**src/rtl/core/xcfp_pkg.sv**
```systemverilog
package xcfp_pkg;

  // Frame geometry
  localparam int MaxFrameBytes = 64;
  localparam int FrameOverhead = 5;
  localparam int HeadKeep      = 5;
  localparam int GestureNeed   = 5;
  // Wide enough for the largest length byte plus the frame overhead
  localparam int CountW        = $clog2(256 + FrameOverhead);

  // Configuration register map
  localparam int CfgIndexW = 3;
  typedef enum logic [CfgIndexW-1:0] {
    REG_HEADER_FIRST  = 3'd0,
    REG_HEADER_SECOND = 3'd1,
    REG_CODE_GESTURE  = 3'd2,
    REG_CODE_POSTURE  = 3'd3,
    REG_CODE_EMOTION  = 3'd4,
    REG_CODE_POMODORO = 3'd5,
    REG_CODE_SENTRY   = 3'd6
  } reg_index_t;

  // Reset values of the configuration registers
  localparam logic [7:0] ResetHeaderFirst  = 8'd170;
  localparam logic [7:0] ResetHeaderSecond = 8'd85;
  localparam logic [7:0] ResetCodeGesture  = 8'd1;
  localparam logic [7:0] ResetCodePosture  = 8'd2;
  localparam logic [7:0] ResetCodeEmotion  = 8'd3;
  localparam logic [7:0] ResetCodePomodoro = 8'd4;
  localparam logic [7:0] ResetCodeSentry   = 8'd5;

  // Parser phases
  typedef enum logic [2:0] {
    PH_HEAD1,
    PH_HEAD2,
    PH_LEN,
    PH_CMD,
    PH_BODY
  } phase_t;

  // Stored record
  typedef struct packed {
    logic [7:0]  gesture_num;
    logic [15:0] hand_x;
    logic [15:0] hand_y;
    logic [7:0]  posture;
    logic [7:0]  emotion;
    logic [7:0]  focus_phase;
    logic [7:0]  guard_level;
    logic        valid;
  } record_t;

  // One result transaction
  typedef struct packed {
    logic [7:0] command;
    record_t    rec;
  } result_t;

endpackage

```
**src/rtl/core/xor_checked_frame_parser.sv**
```systemverilog
// A good frame's checksum byte loads its result into the output register when it
// is accepted, if that register is free or being read; the result is offered from
// the next cycle. Throughput: one byte per cycle; the running XOR and the payload
// position update in the same cycle. A skid register keeps bytes flowing while one
// result waits; input stalls only while output and skid registers both hold results.
// Reset (rst, synchronous): hunt for the first header, clear the record, load defaults.
module xor_checked_frame_parser (
  input  logic                            clk,
  input  logic                            rst,
  input  logic                            in_valid,
  output logic                            in_ready,
  input  logic [7:0]                      rx_byte,
  input  logic                            cfg_valid,
  output logic                            cfg_ready,
  input  logic [xcfp_pkg::CfgIndexW-1:0]  cfg_index,
  input  logic [7:0]                      cfg_data,
  output logic                            out_valid,
  input  logic                            out_ready,
  output logic [7:0]                      command,
  output logic [7:0]                      gesture_num,
  output logic [15:0]                     hand_x,
  output logic [15:0]                     hand_y,
  output logic [7:0]                      posture,
  output logic [7:0]                      emotion,
  output logic [7:0]                      focus_phase,
  output logic [7:0]                      guard_level,
  output logic                            record_valid
);
  import xcfp_pkg::*;

  // Configuration registers
  logic [7:0] header_first;
  logic [7:0] header_second;
  logic [7:0] code_gesture;
  logic [7:0] code_posture;
  logic [7:0] code_emotion;
  logic [7:0] code_pomodoro;
  logic [7:0] code_sentry;

  // Parser state
  phase_t     phase, phase_next;
  logic [7:0] payload_length;
  logic [7:0] frame_command;
  logic [7:0] running_xor, running_xor_next;
  logic [7:0] pay_pos, pay_pos_next;
  logic [7:0] payload_head [HeadKeep];
  record_t    rec, rec_next;

  // Output register and skid register
  result_t    out_reg;
  logic       skid_valid;
  result_t    skid_reg;

  logic       in_fire;
  logic       out_fire;
  logic       frame_good;
  logic       produce;
  logic [CountW-1:0] len_total;
  result_t    result;

  assign cfg_ready = 1'b1;
  assign in_ready  = !skid_valid;
  assign in_fire   = in_valid && in_ready;
  assign out_fire  = out_valid && out_ready;
  assign produce   = in_fire && frame_good;
  assign len_total = CountW'(rx_byte) + CountW'(FrameOverhead);

  // Configuration writes
  always_ff @(posedge clk) begin
    if (rst) begin
      header_first  <= ResetHeaderFirst;
      header_second <= ResetHeaderSecond;
      code_gesture  <= ResetCodeGesture;
      code_posture  <= ResetCodePosture;
      code_emotion  <= ResetCodeEmotion;
      code_pomodoro <= ResetCodePomodoro;
      code_sentry   <= ResetCodeSentry;
    end else if (cfg_valid && cfg_ready) begin
      case (cfg_index)
        REG_HEADER_FIRST:  header_first  <= cfg_data;
        REG_HEADER_SECOND: header_second <= cfg_data;
        REG_CODE_GESTURE:  code_gesture  <= cfg_data;
        REG_CODE_POSTURE:  code_posture  <= cfg_data;
        REG_CODE_EMOTION:  code_emotion  <= cfg_data;
        REG_CODE_POMODORO: code_pomodoro <= cfg_data;
        REG_CODE_SENTRY:   code_sentry   <= cfg_data;
        default: ;
      endcase
    end
  end

  // Next phase, running XOR and payload position
  always_comb begin
    phase_next       = phase;
    running_xor_next = running_xor;
    pay_pos_next     = pay_pos;
    frame_good       = 1'b0;
    case (phase)
      PH_HEAD1: begin
        if (rx_byte == header_first) begin
          running_xor_next = rx_byte;
          phase_next       = PH_HEAD2;
        end
      end
      PH_HEAD2: begin
        if (rx_byte == header_second) begin
          running_xor_next = running_xor ^ rx_byte;
          phase_next       = PH_LEN;
        end else begin
          phase_next = PH_HEAD1;
        end
      end
      PH_LEN: begin
        // Drop frames that do not fit
        if (len_total > CountW'(MaxFrameBytes)) begin
          phase_next = PH_HEAD1;
        end else begin
          running_xor_next = running_xor ^ rx_byte;
          phase_next       = PH_CMD;
        end
      end
      PH_CMD: begin
        running_xor_next = running_xor ^ rx_byte;
        pay_pos_next     = '0;
        phase_next       = PH_BODY;
      end
      PH_BODY: begin
        if (pay_pos < payload_length) begin
          running_xor_next = running_xor ^ rx_byte;
          pay_pos_next     = pay_pos + 8'd1;
        end else begin
          // Checksum byte closes the frame
          frame_good = (rx_byte == running_xor);
          phase_next = PH_HEAD1;
        end
      end
      default: phase_next = PH_HEAD1;
    endcase
  end

  // Record update for a good frame, first matching code wins
  always_comb begin
    rec_next = rec;
    if (frame_command == code_gesture) begin
      if (payload_length >= 8'(GestureNeed)) begin
        rec_next.gesture_num = payload_head[0];
        rec_next.hand_x      = {payload_head[2], payload_head[1]};
        rec_next.hand_y      = {payload_head[4], payload_head[3]};
        rec_next.valid       = 1'b1;
      end
    end else if (frame_command == code_posture) begin
      if (payload_length != 8'd0) begin
        rec_next.posture = payload_head[0];
        rec_next.valid   = 1'b1;
      end
    end else if (frame_command == code_emotion) begin
      if (payload_length != 8'd0) begin
        rec_next.emotion = payload_head[0];
        rec_next.valid   = 1'b1;
      end
    end else if (frame_command == code_pomodoro) begin
      if (payload_length != 8'd0) begin
        rec_next.focus_phase = payload_head[0];
      end
    end else if (frame_command == code_sentry) begin
      if (payload_length != 8'd0) begin
        rec_next.guard_level = payload_head[0];
        rec_next.valid       = 1'b1;
      end
    end
    result.command = frame_command;
    result.rec     = rec_next;
  end

  // Phase register
  always_ff @(posedge clk) begin
    if (rst) begin
      phase <= PH_HEAD1;
    end else if (in_fire) begin
      phase <= phase_next;
    end
  end

  // Frame fields and running checksum
  always_ff @(posedge clk) begin
    if (in_fire) begin
      running_xor <= running_xor_next;
      pay_pos     <= pay_pos_next;
      if (phase == PH_LEN) begin
        payload_length <= rx_byte;
      end
      if (phase == PH_CMD) begin
        frame_command <= rx_byte;
      end
    end
  end

  // Capture the first payload bytes
  always_ff @(posedge clk) begin
    for (int i = 0; i < HeadKeep; i++) begin
      if (in_fire && phase == PH_BODY && pay_pos < payload_length &&
          pay_pos == 8'(i)) begin
        payload_head[i] <= rx_byte;
      end
    end
  end

  // Stored record
  always_ff @(posedge clk) begin
    if (rst) begin
      rec <= '0;
    end else if (produce) begin
      rec <= rec_next;
    end
  end

  // Output register with skid: hold a result while the consumer stalls
  always_ff @(posedge clk) begin
    if (rst) begin
      out_valid  <= 1'b0;
      skid_valid <= 1'b0;
    end else if (skid_valid) begin
      if (out_fire) begin
        out_valid  <= 1'b1;
        skid_valid <= 1'b0;
      end
    end else if (produce) begin
      if (!out_valid || out_fire) begin
        out_valid <= 1'b1;
      end else begin
        skid_valid <= 1'b1;
      end
    end else if (out_fire) begin
      out_valid <= 1'b0;
    end
  end

  always_ff @(posedge clk) begin
    if (skid_valid) begin
      if (out_fire) begin
        out_reg <= skid_reg;
      end
    end else if (produce) begin
      if (!out_valid || out_fire) begin
        out_reg <= result;
      end else begin
        skid_reg <= result;
      end
    end
  end

  // Drive the result ports
  assign command      = out_reg.command;
  assign gesture_num  = out_reg.rec.gesture_num;
  assign hand_x       = out_reg.rec.hand_x;
  assign hand_y       = out_reg.rec.hand_y;
  assign posture      = out_reg.rec.posture;
  assign emotion      = out_reg.rec.emotion;
  assign focus_phase  = out_reg.rec.focus_phase;
  assign guard_level  = out_reg.rec.guard_level;
  assign record_valid = out_reg.rec.valid;

endmodule

```
**config.mk**
```make
export PLATFORM = sky130hd
export DESIGN_NAME = xor_checked_frame_parser
export DESIGN_NICKNAME = d
export VERILOG_FILES = /design/src/rtl/core/xcfp_pkg.sv /design/src/rtl/core/xor_checked_frame_parser.sv
export SDC_FILE = /design/constraint.sdc
export NUM_CORES = 1
export LEC_CHECK = 0
export BUFFER_PORTS_ARGS = -buffer_cell sky130_fd_sc_hd__buf_2
export CAP_MARGIN = 20
export CORE_ASPECT_RATIO = 0.8
export CORE_MARGIN = 3
export CORE_UTILIZATION = 40
export DETAILED_ROUTE_END_ITERATION = 16
export PLACE_DENSITY_LB_ADDON = 0.08
export REMOVE_ABC_BUFFERS = 1
export SYNTH_ARGS = -nofsm -noshare
export SYNTH_HDL_FRONTEND = slang
export SYNTH_SLANG_ARGS = --single-unit
```
**constraint.sdc**
```tcl
create_clock -name clk -period 10.9 [get_ports clk]
set_clock_uncertainty 0.1 [all_clocks]
set_input_delay 1.09 -clock clk [delete_from_list [all_inputs] [get_ports clk]]
set_output_delay 1.09 -clock clk [all_outputs]
set_load 0.02 [all_outputs]
```
## After elaboration in Yosys (flattened, before gate mapping)

Memories as Yosys holds them, arrays and structs flattened.
Cells that the tools add are included.

| operators by class | value |
|---|---|
| add/sub/neg operators | 2 |
| order comparisons | 3 |
| equality and inequality tests | 29 |
| multiplexer cells | 68 |
| bitwise logic cells | 3 |
| reduce and logical (&&, ||, !) cells | 41 |

Operator list:

| kind | count |
|---|---|
| 2-to-1 mux 81 bit | 4 |
| 2-to-1 mux 8 bit | 15 |
| 2-to-1 mux 40 bit | 2 |
| == test 8 bit | 8 |
| one-hot mux 8 bit (5 select lines) | 1 |
| 2-to-1 mux 32 bit | 1 |
| OR reduction 8 bit | 4 |
| 2-to-1 mux 1 bit | 30 |
| 2-to-1 mux 9 bit | 3 |
| 2-to-1 mux 24 bit | 1 |
| 2-to-1 mux 3 bit | 6 |
| AND reduction 2 bit | 9 |
| == test 8 x 2 -> 1 bit (second input constant) | 2 |
| 2-to-1 mux 16 bit | 1 |
| one-hot mux 8 bit (2 select lines) | 1 |
| one-hot mux 3 bit (5 select lines) | 1 |
| AND reduction 3 bit | 5 |
| == test 3 x 2 -> 1 bit (second input constant) | 4 |
| == test 3 bit (second input constant) | 4 |
| logical AND 1 bit | 10 |
| adder 8 x 3 -> 9 bit (second input constant) | 1 |
| greater-than comparator 9 x 7 -> 1 bit (second input constant) | 1 |
| adder 8 x 1 -> 8 bit (second input constant) | 1 |
| == test 8 x 1 -> 1 bit (second input constant) | 1 |
| other kinds (18) | 30 |

| storage, ports and cells | value |
|---|---|
| flip-flop bits (word level) | 328 |
| bits in writable memories | 40 |
| bits of input ports | 24 |
| output and inout port bits | 84 |
| memories kept | 1 |

Memory list:

| memory | words | width | rd ports | clocked after memory_dff | write ports | RTL line | text |
|---|---|---|---|---|---|---|---|
| payload_head | 5 | 8 | 5 | 0 | 1 | xor_checked_frame_parser.sv:46 | `logic [7:0] payload_head [HeadKeep];` |

## Longest topological paths before layout

| logic depth | value |
|---|---|
| depth in word-level cells | 12 |
| gate-level depth with buffers | 10 |

## Worst setup path before layout

No wires, ideal clock.

| path | value |
|---|---|
| path kind | input to register |
| start point | in rx_byte[7] |
| end point | reg skid_reg[0] (netlist name) (enable) |
| setup time | 0.638 ns |
| arrival | 8.074 ns |
| data required time | 10.162 ns |
| slack | 2.088 ns |
| stages | 7 |
| buffers on the path | 2 |
| cells stage by stage | clkbuf_1 > xnor2_1 > nand4_1 > nor3_1 > nand3_1 > clkbuf_1 > nor3b_1 |

| between the ends | value |
|---|---|
| cells in the longest elaborated chain, start to end | 5 |

RTL lines:

| item | RTL line | text |
|---|---|---|
| start, declared | xor_checked_frame_parser.sv:12 | `input logic [7:0] rx_byte,` |
| == test 8 bit | xor_checked_frame_parser.sv:133 | `frame_good = (rx_byte == running_xor);` |
| 2-to-1 mux 1 bit | xor_checked_frame_parser.sv:128 | `if (pay_pos < payload_length) begin` |
| 2-to-1 mux 1 bit | xor_checked_frame_parser.sv:98 | `case (phase)` |
| logical AND 1 bit | xor_checked_frame_parser.sv:65 | `assign produce = in_fire && frame_good;` |
| AND reduction 3 bit (no source line) | - |  |
| end signal, assigned | xor_checked_frame_parser.sv:247 | `skid_reg <= result;` |
| end, declared | xor_checked_frame_parser.sv:52 | `result_t skid_reg;` |

Every way passes these cells.
A chain may end at the register's enable or synchronous reset.

## Worst setup path after layout

| path | value |
|---|---|
| start point | reg pay_pos[5] |
| end point | reg out_reg (netlist bit hand_x[5]) (enable) |

| between the ends | value |
|---|---|
| cells in the longest elaborated chain, start to end | 6 |

RTL lines:

| item | RTL line | text |
|---|---|---|
| start, declared | xor_checked_frame_parser.sv:45 | `logic [7:0] pay_pos, pay_pos_next;` |
| start signal, assigned | xor_checked_frame_parser.sv:188 | `pay_pos <= pay_pos_next;` |
| < comparator 8 bit | xor_checked_frame_parser.sv:128 |  |
| 2-to-1 mux 1 bit | xor_checked_frame_parser.sv:128 |  |
| 2-to-1 mux 1 bit | xor_checked_frame_parser.sv:98 |  |
| logical AND 1 bit | xor_checked_frame_parser.sv:65 |  |
| nonzero test 2 bit (no source line) | - |  |
| AND reduction 3 bit (no source line) | - |  |
| end signal, assigned | xor_checked_frame_parser.sv:241 | `out_reg <= skid_reg;` |
| end signal, assigned | xor_checked_frame_parser.sv:245 | `out_reg <= result;` |
| end, declared | xor_checked_frame_parser.sv:50 | `result_t out_reg;` |

Every way passes these cells.

==> summary.md <==
| Metric | Value |
|---|---|
| R2R Setup Slk | `6.86 ns` |
| Via/cell ratio | `5.09` |
| Cell Pwr Density | `163 nW/um2` |
| Cells after DPL | `1,748` |
| Switching power | `0.000594 W` |
| Number of flip-flops in the largest register | `81` |
| Final hold violation count | `0` |
| RSZ-0062 raised after global routing | `false` |
| Slew margin rel. | `28.7%` |
| CTS tree | `yes` |
| GRT Residual Overflow | `0` |
| # setup viols final | `0` |
| Vias in the first global route | `9,245` |
| Area after DPL | `16,300 um2` |
| Main combinational cell family by area after synthesis | `multiplexers` |
| DRC | `0` |
| Post-synthesis sequential area ratio | `63.1%` |
| YS warnings | `0` |
| # diodes | `0` |
| Post-cts resize count | `0` |
| Synthesized flop and latch total | `368` |
| Status | `finished, final reports clean` |
| Worst Path Buf+Inv | `1` |
| Achievable Freq | `247 MHz` |
| Critical path launch point type | `flip-flop` |
| Combinational share of power | `2.0%` |
| Iter 0 DRT Violations | `517` |
| Final period utilization | `37.1%` |
| Fin nets | `1,337` |
| Area grow syn2layout | `14.5%` |
| Die ar. | `40,900 um2` |
| CTS Buf Count | `39` |
| Worst skew pair latency | `0.55 ns` |
| Post-route cell area | `17,600 um2` |
| I/O pins | `108` |
| Peak VDD IR | `0.0811 mV` |
| Min-Delay Path Class | `reg2reg` |
| Worst path arrival time | `4.10 ns` |
| Int Pwr | `0.00227 W` |
| Largest cells by area after synthesis | `edfxtp_1 (46%), dfxtp_1 (17%), mux2_2 (9.7%), nand2_1 (4.9%), a21oi_1 (3.4%)` |
| Switching part of the total | `20.8%` |
| Crit end category | `flip-flop` |
| Clk sink count | `368` |
| Max incr delay on CP | `0.75 ns` |
| Total track usage | `17.2%` |
| Yosys cell types | `51` |
| Cells after Synth | `1,211` |
| Starting Density | `41.0%` |
| Async set or reset register ratio after synthesis | `0%` |
| First-pass GRT wire length | `55,300 um` |
| Slew Limit Fails | `0` |
| Chip height | `181 um` |
| Mapped Area | `15,400 um2` |
| Row Count | `63` |
| Post-CTS setup repair buffer count | `0` |
| Sequential share of power | `51.6%` |
| Clock slew at reported path FFs | `0.06 ns` |
| H-tree levels | `2` |
| Average wire per standard cell | `19.1 um` |
| Max-cap violations | `0` |
| Leading area contributor after synthesis | `edfxtp_1` |
| Drt first pass iters | `5` |
| Multiplexer share of the synthesized area | `12.9%` |
| Synth Area in Adders | `0.894%` |
| Max Fanout on Critical Path | `54` |
| Crit path kind | `reg2reg` |
| Total core area | `37,500 um2` |
| Post-DP HPWL | `22,100 um` |
| Post-Synth Simple-Gate Area | `11.1%` |
| Clk pwr share | `46.4%` |
| Post-Syn Area per Cell | `12.7 um2` |
| Final setup TNS | `0 ns` |
| Compound-Gate Fraction of Synth Area | `4.88%` |
| Finished Layout Cells | `1,820` |
| Share of the synthesized area in the top cell type | `45.7%` |
| # hold bufs at CTS | `0` |
| Number of synthesized flops with an enable pin | `234` |
| Layout cells sized above 1 | `25.7%` |
| Initial antenna violation count | `0` |
| I/O Buffers | `106` |
| Vias post-DR | `9,259` |
| Crit-path slowest cell | `a21oi_4` |
| Crit path time final | `4.04 ns` |
| Worst Path Required | `10.96 ns` |
| Worst-Margin Slew | `1.06 ns` |
| Maximum clock insertion buffer count | `3` |
| Top FF cell, synth | `edfxtp_1` |
| Post-Synth XOR/XNOR Area | `4.50%` |
| Width of the die | `225 um` |
| Leak | `6.74 nW` |
| CP cell instances | `ha_1 -> o2111ai_1 -> o221ai_1 -> and3_2 -> a21oi_1 -> a21oi_4 -> buf_4` |
| Final Wtd Congestion | `0.794` |
| Largest net degree at the start of global routing | `80` |
| Worst path top cell family by delay | `compound AO/OA/AOI/OAI gates` |
| Root Buffer | `clkbuf_16` |
| DRT Wirelength | `34,800 um` |
| Final ANT Viol Nets | `0` |
## cells in the mapped netlist, types with 2 or more instances
cell	count
xnor2_1	42
nand3b_1	11
nor3b_1	2
ha_1	11
and4_1	3
nor3_1	5
nand4_1	11
a21oi_1	103
nand2_1	202
nor4_1	8
nor2_1	23
nor4_2	2
a211oi_1	4
mux2_2	133
nand3_1	28
nor4b_1	2
xor2_1	37
nand2b_1	30
mux2_4	19
mux2i_1	20
nor2b_1	9
and3_1	6
o21ai_0	16
inv_1	16
nand4b_1	3
buf_1	2
and2_1	5
a211o_1	5
buf_4	2
edfxtp_1	234
clkbuf_1	44
buf_6	7
or2_2	2
buf_2	14
dfxtp_1	134
## power groups by stage
stage               clock network [W]  registers (W)  logic (W)
finish                        0.00133        0.00148  0.0000576
global route                  0.00143        0.00148  0.0000635
CTS                           0.00137        0.00148  0.0000581
detailed placement                  0        0.00151  0.0000578
global placement                    0        0.00151  0.0000574
floorplan                           0        0.00151  0.0000247
## worst paths after layout
path | start | cells past startpoint | end
min | rec[61]$_SDFFE_PP0P_ | 2 | rec[61]$_SDFFE_PP0P_
max reg2reg | pay_pos[5]$_SDFFCE_PP0P_ | 7 | hand_x[5]$_DFFE_PP_
min reg2reg | rec[61]$_SDFFE_PP0P_ | 2 | rec[61]$_SDFFE_PP0P_
max | pay_pos[5]$_SDFFCE_PP0P_ | 7 | hand_x[5]$_DFFE_PP_
## layer usage
layer / wire (um) / global-route usage [%] / vias to the layer above
met5: 61 / 1.08 / -
met4: 529 / 3.66 / 2
met3: 1430 / 3.22 / 45
met2: 14600 / 24.5 / 168
met1: 18200 / 27.0 / 4541
li1: - / - / 4503
## area by class of cell
class,count,area (um2)
clock buffer,57,1140
clock inverter,15,148
fill,3378,19900
inverter,16,61.3
multi-input combinational,758,5320
sequential,368,9710
tap,487,609
timing repair buffer,119,631
## cell families (layout without fill, tap and decap cells)
logic type | Yosys count | in the layout
AND/OR/NAND/NOR | 358 | 358
flip-flops | 368 | 368
adder cells (fa/ha/maj) | 11 | 11
AO/OA/AOI/OAI | 137 | 137
multiplexers | 172 | 172
XOR/XNOR | 79 | 79
buffers and inverters | 85 | 207
other | 1 | 1
## worst min-delay path, delay by kind of cell (launching register included)
family / cells / cell delay [ns]
and+or+nand+nor: 1 / 0.05
AOI/OAI and AO/OA: 1 / 0.05
DFF: 1 / 0.30
## layout by cell type (no fill, tap or decap), types with 16 or more instances in the layout
cell type	n
edfxtp_1	234
nand2_1	202
dfxtp_1	134
mux2_2	133
buf_2	105
a21oi_1	102
xnor2_1	42
clkbuf_16	41
xor2_1	37
nand2b_1	30
nand3_1	27
nor2_1	23
mux2i_1	20
mux2_4	19
o21ai_0	16
## stage by stage
step	worst slack, ns	utilization [%]	hold slack (ns)	power, W
6_report	6.86	46.9	0.349	0.00286
5_1_grt	6.61	46.9	0.364	0.00297
4_1_cts	6.84	46.9	0.349	0.00290
3_5_place_dp	6.36	43.5	0.341	0.00157
3_3_place_gp	6.42	43.5	0.335	0.00156
2_1_floorplan	1.42	-	0.323	0.00153
Note: power is estimated with default switching activity, not from simulation.
